$ cat src/hdl/bpfa_pkg.sv
`timescale 1ns / 1ps
// Shared types, constants and helper functions of the bitmap page frame allocator.
// No dependencies.

package bpfa_pkg;

    localparam int ACTION_W        = 2;
    localparam int IDX_W           = 16;
    localparam int CNT_W           = 17;
    localparam int FRAME_W         = 17;
    localparam int STATUS_W        = 2;
    localparam int WORD_W          = 32;
    localparam int BIT_W           = 5;
    localparam int PC_W            = 6;
    localparam int WP_W            = FRAME_W - BIT_W;
    localparam int FRAME_LIMIT_DEF = 65536;
    localparam logic [FRAME_W-1:0] CFG_RESET = FRAME_W'(65536);

    typedef enum logic [ACTION_W-1:0] {
        ACT_ALLOC   = 2'd0,
        ACT_FREE    = 2'd1,
        ACT_RESERVE = 2'd2,
        ACT_USABLE  = 2'd3
    } action_t;

    typedef enum logic [STATUS_W-1:0] {
        STS_DONE   = 2'd0,
        STS_OOM    = 2'd1,
        STS_REJECT = 2'd2,
        STS_DOUBLE = 2'd3
    } status_t;

    typedef enum logic [2:0] {
        OP_ALLOC,
        OP_FREE,
        OP_RESERVE,
        OP_USABLE,
        OP_RECOUNT
    } op_t;

    typedef enum logic [1:0] {
        S_CLEAR,
        S_IDLE,
        S_SCAN,
        S_DONE
    } fsm_t;

    typedef struct packed {
        logic [WORD_W-1:0] new_word;
        logic [PC_W-1:0]   pc;
        logic              found;
        logic [BIT_W-1:0]  found_bit;
    } word_res_t;

    // bits [n-1:0] set, n up to 32
    function automatic logic [WORD_W-1:0] lowmask(input logic [PC_W-1:0] n);
        return ~({WORD_W{1'b1}} << n);
    endfunction

    function automatic logic [PC_W-1:0] popcount32(input logic [WORD_W-1:0] v);
        logic [1:0] l1 [16];
        logic [2:0] l2 [8];
        logic [3:0] l3 [4];
        logic [4:0] l4 [2];
        for (int i = 0; i < 16; i++) l1[i] = {1'b0, v[2*i]} + {1'b0, v[2*i+1]};
        for (int i = 0; i < 8; i++)  l2[i] = {1'b0, l1[2*i]} + {1'b0, l1[2*i+1]};
        for (int i = 0; i < 4; i++)  l3[i] = {1'b0, l2[2*i]} + {1'b0, l2[2*i+1]};
        for (int i = 0; i < 2; i++)  l4[i] = {1'b0, l3[2*i]} + {1'b0, l3[2*i+1]};
        return {1'b0, l4[0]} + {1'b0, l4[1]};
    endfunction

endpackage

$ cat src/hdl/bpfa_word_unit.sv
`timescale 1ns / 1ps
// Shared per-word unit: range mask, bit update, first-free search and popcount of
// the changed (or counted) bits of one 32-bit map word. Depends on bpfa_pkg.

module bpfa_word_unit (
    input  bpfa_pkg::op_t                   op,
    input  logic [bpfa_pkg::WORD_W-1:0]     data,
    input  logic [bpfa_pkg::FRAME_W-1:0]    base,
    input  logic [bpfa_pkg::FRAME_W-1:0]    s,
    input  logic [bpfa_pkg::FRAME_W-1:0]    e,
    input  logic                            is_word0,
    output bpfa_pkg::word_res_t             res
);

    logic [bpfa_pkg::FRAME_W-1:0] hi_d;
    logic [bpfa_pkg::FRAME_W-1:0] lo_d;
    logic [bpfa_pkg::PC_W-1:0]    hi_n;
    logic [bpfa_pkg::PC_W-1:0]    lo_n;
    logic [bpfa_pkg::WORD_W-1:0]  mask;
    logic [bpfa_pkg::WORD_W-1:0]  w0;
    logic [bpfa_pkg::WORD_W-1:0]  avail;
    logic [bpfa_pkg::WORD_W-1:0]  onehot;
    logic [bpfa_pkg::WORD_W-1:0]  changed;
    logic [bpfa_pkg::BIT_W-1:0]   fb;

    always_comb
    begin
        hi_d = e - base;
        lo_d = s - base;
        hi_n = (hi_d >= bpfa_pkg::FRAME_W'(bpfa_pkg::WORD_W)) ?
               bpfa_pkg::PC_W'(bpfa_pkg::WORD_W) : hi_d[bpfa_pkg::PC_W-1:0];
        lo_n = (s > base) ? lo_d[bpfa_pkg::PC_W-1:0] : '0;
        mask = bpfa_pkg::lowmask(hi_n) & ~bpfa_pkg::lowmask(lo_n);

        // frame 0 is never handed out; a free frame 0 is simply marked used
        w0     = {{(bpfa_pkg::WORD_W-1){1'b0}}, is_word0 & ~data[0] & mask[0]};
        avail  = ~data & mask & ~{{(bpfa_pkg::WORD_W-1){1'b0}}, is_word0};
        onehot = avail & (~avail + bpfa_pkg::WORD_W'(1));
        fb     = '0;
        for (int i = bpfa_pkg::WORD_W - 1; i >= 0; i--)
        begin
            if (avail[i])
                fb = bpfa_pkg::BIT_W'(i);
        end

        case (op) inside
            bpfa_pkg::OP_FREE, bpfa_pkg::OP_USABLE:
            begin
                changed      = data & mask;
                res.new_word = data & ~changed;
            end
            bpfa_pkg::OP_ALLOC:
            begin
                changed      = w0 | onehot;
                res.new_word = data | changed;
            end
            default:
            begin
                changed      = ~data & mask;
                res.new_word = data | changed;
            end
        endcase

        res.pc        = bpfa_pkg::popcount32(changed);
        res.found     = |avail;
        res.found_bit = fb;
    end

endmodule

$ cat config.mk
export PLATFORM = sky130hd
export DESIGN_NAME = bpfa_word_unit
export DESIGN_NICKNAME = d
export VERILOG_FILES = /design/src/hdl/bpfa_pkg.sv /design/src/hdl/bpfa_word_unit.sv
export SDC_FILE = /design/constraint.sdc
export NUM_CORES = 1
export LEC_CHECK = 0
export ABC_AREA = 1
export BUFFER_PORTS_ARGS = -buffer_cell sky130_fd_sc_hd__buf_4
export CAP_MARGIN = 5
export CORE_MARGIN = 2
export CORE_UTILIZATION = 27
export DETAILED_ROUTE_END_ITERATION = 16
export PLACE_DENSITY = 0.48
export SETUP_SLACK_MARGIN = 0.05
export SLEW_MARGIN = 25
export SYNTH_ARGS = -nofsm -noshare
export SYNTH_HDL_FRONTEND = slang
export SYNTH_SLANG_ARGS = --single-unit
$ cat constraint.sdc
create_clock -name vclk -period 14.82
set_input_delay 2.223 -clock vclk [all_inputs]
set_output_delay 2.223 -clock vclk [all_outputs]
set_load 0.03 [all_outputs]
==> impl_metrics.csv, run 1 <==
group,metric,value,unit
status,status,"complete, no violations",
die,rows,50,
route,remaining_drc_errors,0,
die,fp.dieW,143,microns
final_layout,layout-drive-gt1-share,0.196,
grt,grt_pass1_wl,30.5,mm
place,gp_congestion,0.933,
setup_path,cp_max_fo,7,
synth,yosysMostFrequentCell,"nand2_1",
setup_path,worstPathRequired,12.60,ns
timing,hold_viol,0,
die,die-area,20400,sq um
synth,synthTopCellsByCount,"nand2_1 (279), inv_1 (187), nor2_1 (107), nand3_1 (50), a21oi_1 (46)",
timing,period_needed,13.03,ns
pwr,peakVddDrop,0.000836,V
min_path,worstHoldStart,"data[12]",
grt,grtUsageTotal,0.187,
synth,syn_inst,956,
route,vias_per_cell,4.70,
final_layout,final_nets,1235,
grt,grt_max_degree,63,
setup_path,crit_buf_inv,12,
timing,drv_slew,0,
min_path,holdPathEnd,"res[24]",
die,initial_core_util,0.277,
cts,cts_hold_buf,0,
min_path,whs_path_depth,4,
route,vias,6296,
synth,synth_top_cell_by_area,"nand2_1",
die,ioPinCount,131,
setup_path,arrival,10.81,ns
place,dpl.hpwl,17.3,mm
route,routedWlPerCell,14.5,microns
die,die_h,143,microns
cts,post_cts_resized,0,
setup_path,critPathMaxStageDelay,0.57,ns
grt,grt_pass1_vias,5946,
timing,relSlewSlack,0.561,
synth,synth.distinct_cells,60,
place,portBuffers,131,
synth,synth_area,5210,sq um
timing,setup_viol,0,
route,first_pass_iters,5,
timing,grt_setup_unrepaired,"false",
final_layout,regArea,0,sq um
timing,setup_slack,1.79,ns
final_layout,clock_buffers,0,
setup_path,endpoint_kind,"output pin",
final_layout,n_antenna_cell,0,
synth,ys_seq_area_frac,0,
route,dr.first_iter.drc_count,397,
job,max_cap_viol_count,0,
route,drt_wl_total,19.4,mm
setup_path,crit_top_cell,"nand2_1",
final_layout,seq_cells,0,
final_layout,syn_to_final_growth,24.9,%
grt,overflow,0,
timing,holdWs,4.79,ns
timing,max_freq,0.0767,GHz
route,ant_nets,0,
timing,tightest_slew,0.643,ns
synth,ys_top_cells_by_area,"nand2_1 (20%), inv_1 (13%), fa_1 (10%)",
die,coreArea,18800,sq um
place,post-place-ws,1.76,ns
synth,netlist.area_leader.share,0.201,
setup_path,crit_family,"adder cells",
pwr,total_leakage_power,3.70,nW
grt,antenna_found_initial,0,
cts,postCtsSetupRepairBufs,0,
synth,yosysWarnings,0,
setup_path,start_kind,"input port",
timing,fin_setup_tns,0,ns
synth,syn_nets,1109,
timing,min_period_over_period,0.879,
min_path,hp-class,"in -> out",
synth,avgSynthCellArea,5.45,sq um
pwr,powerDensity,213,nW/um^2
final_layout,fillers,2179,
setup_path,critPathKind,"in -> out",
setup_path,slowest_stage,"fa_1",
## worst max path at each step
stage / startpoint / endpoint / slack, ns / cells after the start
finish: base[0] / res[10] / 1.79 / 47
global route: base[0] / res[10] / 1.11 / 47
CTS: base[0] / res[10] / 1.69 / 42
detailed placement: base[0] / res[10] / 1.76 / 42
global placement: base[0] / res[10] / 1.74 / 42
floorplan: e[0] / res[10] / 2.79 / 41
## tightest hold or removal path, delay by kind of cell
family,cells,cell delay [ns]
simple gates,2,0.10
buf+inv,2,0.24
## layout make-up
cell class,count,area (sq um),share of cell area
inverters,210,790,0.121
well taps,260,325,0.0500
multi-input cells,736,4380,0.674
repair buffers,134,1010,0.155
## routing by layer
metal | part of all wire | up-vias | routed length (microns) | GRT usage
met1 | 0.48 | 2846 | 9270 | 0.266
met2 | 0.47 | 172 | 9070 | 0.327
met3 | 0.046 | 12 | 891 | 0.00704
met5 | 0 | - | 0 | 0
li1 | - | 3266 | - | -
met4 | 0.0081 | 0 | 157 | 0.0162
## where the power goes
| group | switching [mW] | internal, mW | leakage, nW |
|---|---|---|---|
| combinational | 0.871 | 0.515 | 3.70 |
| clock | 0 | 0 | 0 |
| sequential | 0 | 0 | 0 |
| total | 0.871 | 0.515 | 3.70 |
## stage by stage
| step | utilization | std cells | total power [mW] | cell area (sq um) |
|---|---|---|---|---|
| finish | 0.345 | 1340 | 1.39 | 6500 |
| detailed placement | 0.345 | 1340 | 1.40 | 6500 |
| CTS | 0.345 | 1340 | 1.42 | 6500 |
| floorplan | - | 956 | 0.959 | 5210 |
| global route | 0.345 | 1340 | 1.54 | 6500 |
| global placement | 0.345 | 1340 | 1.41 | 6500 |
## layout by cell type (no fill, tap or decap), types with 3 or more instances in the layout
master and count:
a21oi_1 46, a211oi_1 4, a31oi_1 7, inv_2 21, nand3_1 50, buf_4 134
nor2_2 5, a21oi_2 3, o21ai_1 4, fa_1 26, nor2_4 14, and2_1 4
ha_1 40, nor3_1 15, nor2_1 107, o21ai_0 32, o31ai_1 5, a22oi_1 6
nand4_1 10, o2111ai_1 3, nand2_4 3, xnor2_1 3, nand2_1 279, xor2_1 5
nand3_2 4, nand2_2 11, inv_1 187, a21boi_0 6, o211ai_1 10
## cell families (layout without fill, tap and decap cells)
family / count (synthesis) / after routing / share of synthesized area
AND/OR/NAND/NOR: 516 / 516 / 0.449
buffers and inverters: 220 / 344 / 0.159
AO/OA/AOI/OAI: 145 / 145 / 0.179
adder cells (fa/ha/maj): 66 / 66 / 0.196
XOR/XNOR: 9 / 9 / 0.0166
No activity file was read; power rests on OpenSTA's default activity.
==> run 2: changes to the inputs <==
--- a/config.mk
+++ b/config.mk
@@ -13,7 +13,7 @@
 export DETAILED_ROUTE_END_ITERATION = 16
 export PLACE_DENSITY = 0.48
 export SETUP_SLACK_MARGIN = 0.05
-export SLEW_MARGIN = 25
+export SLEW_MARGIN = 30
 export SYNTH_ARGS = -nofsm -noshare
 export SYNTH_HDL_FRONTEND = slang
 export SYNTH_SLANG_ARGS = --single-unit
==> constraint.sdc (replaced) <==
create_clock -name vclk -period 14.82
set_input_delay 4.446 -clock vclk [all_inputs]
set_output_delay 4.446 -clock vclk [all_outputs]
set_load 0.03 [all_outputs]
==> impl_metrics.csv, run 2 (same netlist as run 1, synthesis figures left out) <==
group,metric,value,unit
status,status,"finished with violations",
status,violations,"setup timing",
final_layout,layout-drive-gt1-share,0.429,
die,rows,50,
setup_path,critPathKind,"in -> out",
final_layout,final_common_cell,"buf_4",
place,dpl.hpwl,19.2,mm
final_layout,clock_buffers,0,
setup_path,crit_top_cell,"inv_2",
final_layout,layout_common_cells,"buf_4 (404), nand2_1 (260), inv_1 (176), nor2_1 (94), nand3_1 (44)",
timing,drv_slew,0,
timing,setup_viol,6,
timing,max_freq,0.0601,GHz
setup_path,endpoint_kind,"output pin",
setup_path,arrival,12.18,ns
min_path,hp-class,"in -> out",
timing,hold_viol,0,
setup_path,critPathMaxStageDelay,0.57,ns
timing,min_period_over_period,1.12,
route,dr.first_iter.drc_count,385,
grt,grtUsageTotal,0.212,
die,die-area,20400,sq um
grt,antenna_found_initial,0,
final_layout,seq_cells,0,
final_layout,regArea,0,sq um
die,die_h,143,microns
timing,fin_setup_tns,-9.79,ns
final_layout,fillers,2048,
route,first_pass_iters,5,
timing,grt_setup_unrepaired,"true",
cts,cts_hold_buf,0,
route,drt_wl_total,21.8,mm
place,dp_cells,1596,
pwr,total_leakage_power,5.11,nW
job,max_cap_viol_count,0,
route,remaining_drc_errors,0,
timing,tightest_slew,0.537,ns
final_layout,syn_to_final_growth,75.6,%
timing,holdWs,9.23,ns
place,gp_congestion,0.952,
route,ant_nets,0,
route,vias,7234,
setup_path,cp_max_fo,7,
grt,overflow,0,
timing,period_needed,16.63,ns
die,fp.dieW,143,microns
route,routedWlPerCell,13.4,microns
grt,grt_pass1_wl,34.6,mm
final_layout,n_antenna_cell,0,
final_layout,final_nets,1517,
grt,grt_max_degree,38,
pwr,powerDensity,212,nW/um^2
setup_path,start_kind,"input port",
grt,grt_pass1_vias,6992,
timing,setup_slack,-1.81,ns
pwr,p_total,1.94,mW
timing,relSlewSlack,0.639,
route,vias_per_cell,4.46,
die,coreArea,18800,sq um
setup_path,slowest_stage,"fa_2",
die,ioPinCount,131,
die,initial_core_util,0.277,
place,portBuffers,131,
final_layout,fin_cells,1622,
pwr,peakVddDrop,0.00109,V
setup_path,worstPathRequired,10.37,ns
run 2: metal layers:
metal | GRT usage | vias up | part of all wire
met2 | 0.356 | 177 | 0.46
met4 | 0.0453 | 0 | 0.024
li1 | - | 3824 | -
met5 | 0 | - | 0
met1 | 0.297 | 3206 | 0.46
met3 | 0.0158 | 27 | 0.053
run 2: power by group:
| part | leakage (nW) | switching (mW) | internal [mW] |
|---|---|---|---|
| sequential | 0 | 0 | 0 |
| clock | 0 | 0 | 0 |
| combinational | 5.11 | 1.03 | 0.910 |
| total | 5.11 | 1.03 | 0.910 |
run 2: timing repair:
action                     in CTS  in global routing
setup endpoints to repair       6                  6
pin swaps                      10                 11
gates resized for setup        37                 54
hold endpoints to repair        0                  0
setup buffers                  18                  8
run 2: path summary, 6_finish.rpt:
kind                  cells past startpoint      end  slack, ns     start
worst min-delay path                      4  res[40]       9.23  data[28]
worst max-delay path                     47  res[10]      -1.81      e[0]
run 2: critical path, delay by kind of cell:
family	cells	cell delay (ns)
buffers and inverters	15	1.14
XOR/XNOR	1	0.15
AO/OA/AOI/OAI	5	0.80
AND/OR/NAND/NOR	16	1.62
adder cells (fa/ha/maj)	10	4.04
run 2: layout make-up:
cell class | count | area [sq um] | area share
repair buffers | 416 | 3200 | 0.350
inverters | 210 | 802 | 0.0877
well taps | 260 | 325 | 0.0356
multi-input cells | 736 | 4820 | 0.527
run 2: per-stage QoR:
stage / area, sq um / setup slack (ns) / util
2_1_floorplan: 5330 / -1.31 / -
6_report: 9150 / -1.81 / 0.486
5_1_grt: 9150 / -2.17 / 0.486
4_1_cts: 8870 / -1.84 / 0.471
3_3_place_gp: 8580 / -2.00 / 0.456
3_5_place_dp: 8580 / -1.95 / 0.456
==> run 3: changes to the inputs <==
--- a/config.mk
+++ b/config.mk
@@ -5,7 +5,6 @@
 export SDC_FILE = /design/constraint.sdc
 export NUM_CORES = 1
 export LEC_CHECK = 0
-export ABC_AREA = 1
 export BUFFER_PORTS_ARGS = -buffer_cell sky130_fd_sc_hd__buf_4
 export CAP_MARGIN = 5
 export CORE_MARGIN = 2
==> impl_metrics.csv, run 3 <==
group,metric,value,unit
route,ant_nets,0,
pwr,peakVddDrop,0.00151,V
place,gp_congestion,0.937,
timing,max_freq,0.0586,GHz
setup_path,critPathMaxStageDelay,0.59,ns
die,initial_core_util,0.277,
synth,syn_inst,852,
setup_path,start_kind,"input port",
job,max_cap_viol_count,0,
timing,fin_setup_tns,-11.74,ns
setup_path,arrival,12.61,ns
setup_path,slowest_stage,"fa_2",
synth,netlist.area_leader.share,0.0923,
grt,grt_pass1_wl,44.3,mm
die,die_h,149,microns
timing,setup_viol,6,
die,fp.dieW,149,microns
final_layout,layout-drive-gt1-share,0.445,
synth,synthTopCellsByCount,"a21oi_1 (93), nand2_1 (85), inv_1 (70), nor2_1 (70), o21ai_0 (58)",
setup_path,worstPathRequired,10.37,ns
pwr,powerDensity,217,nW/um^2
place,dpl.hpwl,24.7,mm
timing,holdWs,9.27,ns
grt,grt_pass1_vias,8087,
grt,overflow,0,
timing,setup_slack,-2.24,ns
pwr,p_total,2.15,mW
place,place_area,9530,sq um
die,ioPinCount,131,
final_layout,n_antenna_cell,0,
final_layout,layout_common_cells,"buf_4 (481), a21oi_1 (89), nand2_1 (84), nor2_1 (70), inv_1 (61)",
route,first_pass_iters,5,
synth,yosysWarnings,0,
grt,antenna_found_initial,0,
min_path,hp-class,"in -> out",
timing,drv_slew,0,
final_layout,final_nets,1459,
timing,tightest_slew,0.988,ns
synth,avgSynthCellArea,6.62,sq um
synth,synth_top_cell_by_area,"fa_1",
timing,period_needed,17.06,ns
timing,relSlewSlack,0.335,
route,vias,8502,
die,coreArea,20400,sq um
final_layout,seq_cells,0,
route,dr.first_iter.drc_count,792,
grt,grt_max_degree,23,
final_layout,fillers,2109,
synth,ys_top_cells_by_area,"fa_1 (9.2%), ha_1 (8.9%), a21oi_1 (8.3%)",
route,routedWlPerCell,18.5,microns
synth,syn_nets,1005,
place,portBuffers,131,
route,remaining_drc_errors,0,
final_layout,syn_to_final_growth,75.4,%
synth,yosysMostFrequentCell,"a21oi_1",
route,vias_per_cell,5.40,
status,status,"finished with violations",
final_layout,final_cell_area,9900,sq um
setup_path,critPathKind,"in -> out",
setup_path,cp_max_fo,5,
timing,min_period_over_period,1.15,
grt,grtUsageTotal,0.254,
status,violations,"setup timing",
timing,grt_setup_unrepaired,"true",
setup_path,critPathLaunch,"base[4]",
setup_path,crit_top_cell,"fa_2",
final_layout,clock_buffers,0,
route,drt_wl_total,29.1,mm
place,post-place-ws,-2.30,ns
pwr,total_leakage_power,4.76,nW
final_layout,final_common_cell,"buf_4",
die,rows,52,
setup_path,endpoint_kind,"output pin",
synth,synth_area,5640,sq um
min_path,worstHoldStart,"data[28]",
final_layout,regArea,0,sq um
timing,hold_viol,0,
synth,synth.distinct_cells,88,
die,die-area,22100,sq um
synth,ys_seq_area_frac,0,
[run 3: metal layers]
metal	vias to the layer above	share of wire	track usage
met5	-	0	0
met4	0	0.017	0.0367
met3	40	0.066	0.0230
met2	334	0.44	0.399
met1	4001	0.48	0.385
li1	4127	-	-
[run 3: timing repair]
action	4_1_cts	5_1_grt
endpoints found under the setup margin	6	6
buffers inserted	9	10
pin swaps	5	14
gates resized for setup	23	26
gates cloned	0	0
hold buffers	0	0
[run 3: critical path: cells and delay by family]
family,cells,cell delay (ns)
AO/OA/AOI/OAI,10,2.12
AND/OR/NAND/NOR,3,1.12
adder cells (fa/ha/maj),9,4.08
XOR/XNOR,1,0.17
buffers and inverters,9,0.67
[run 3: kinds of logic after synthesis]
group                      synth area share
AOI/OAI and AO/OA                     0.436
adders and majority gates             0.181
buffers and inverters                0.0858
xor gates and xnor gates             0.0326
and+or+nand+nor                       0.261
muxes                               0.00355
[run 3: power by group]
group	switching, mW	internal, mW
Combinational	1.11	1.03
Sequential	0	0
Clock	0	0
Total	1.11	1.03
[run 3: final cells by class]
class	instances	area (sq um)	share of cell area
inverter	70	273	0.0276
multi-input combinational	735	5420	0.548
timing repair buffer	499	3860	0.390
tap	270	338	0.0341
[run 3: final timing paths]
path,to,depth (start not counted)
setup / recovery,res[10],32
hold / removal,res[40],4
[run 3: stage by stage]
stage / util / cells
3_3_place_gp: 0.468 / 1555
4_1_cts: 0.476 / 1564
2_1_floorplan: - / 852
6_report: 0.486 / 1574
5_1_grt: 0.486 / 1574
3_5_place_dp: 0.468 / 1555
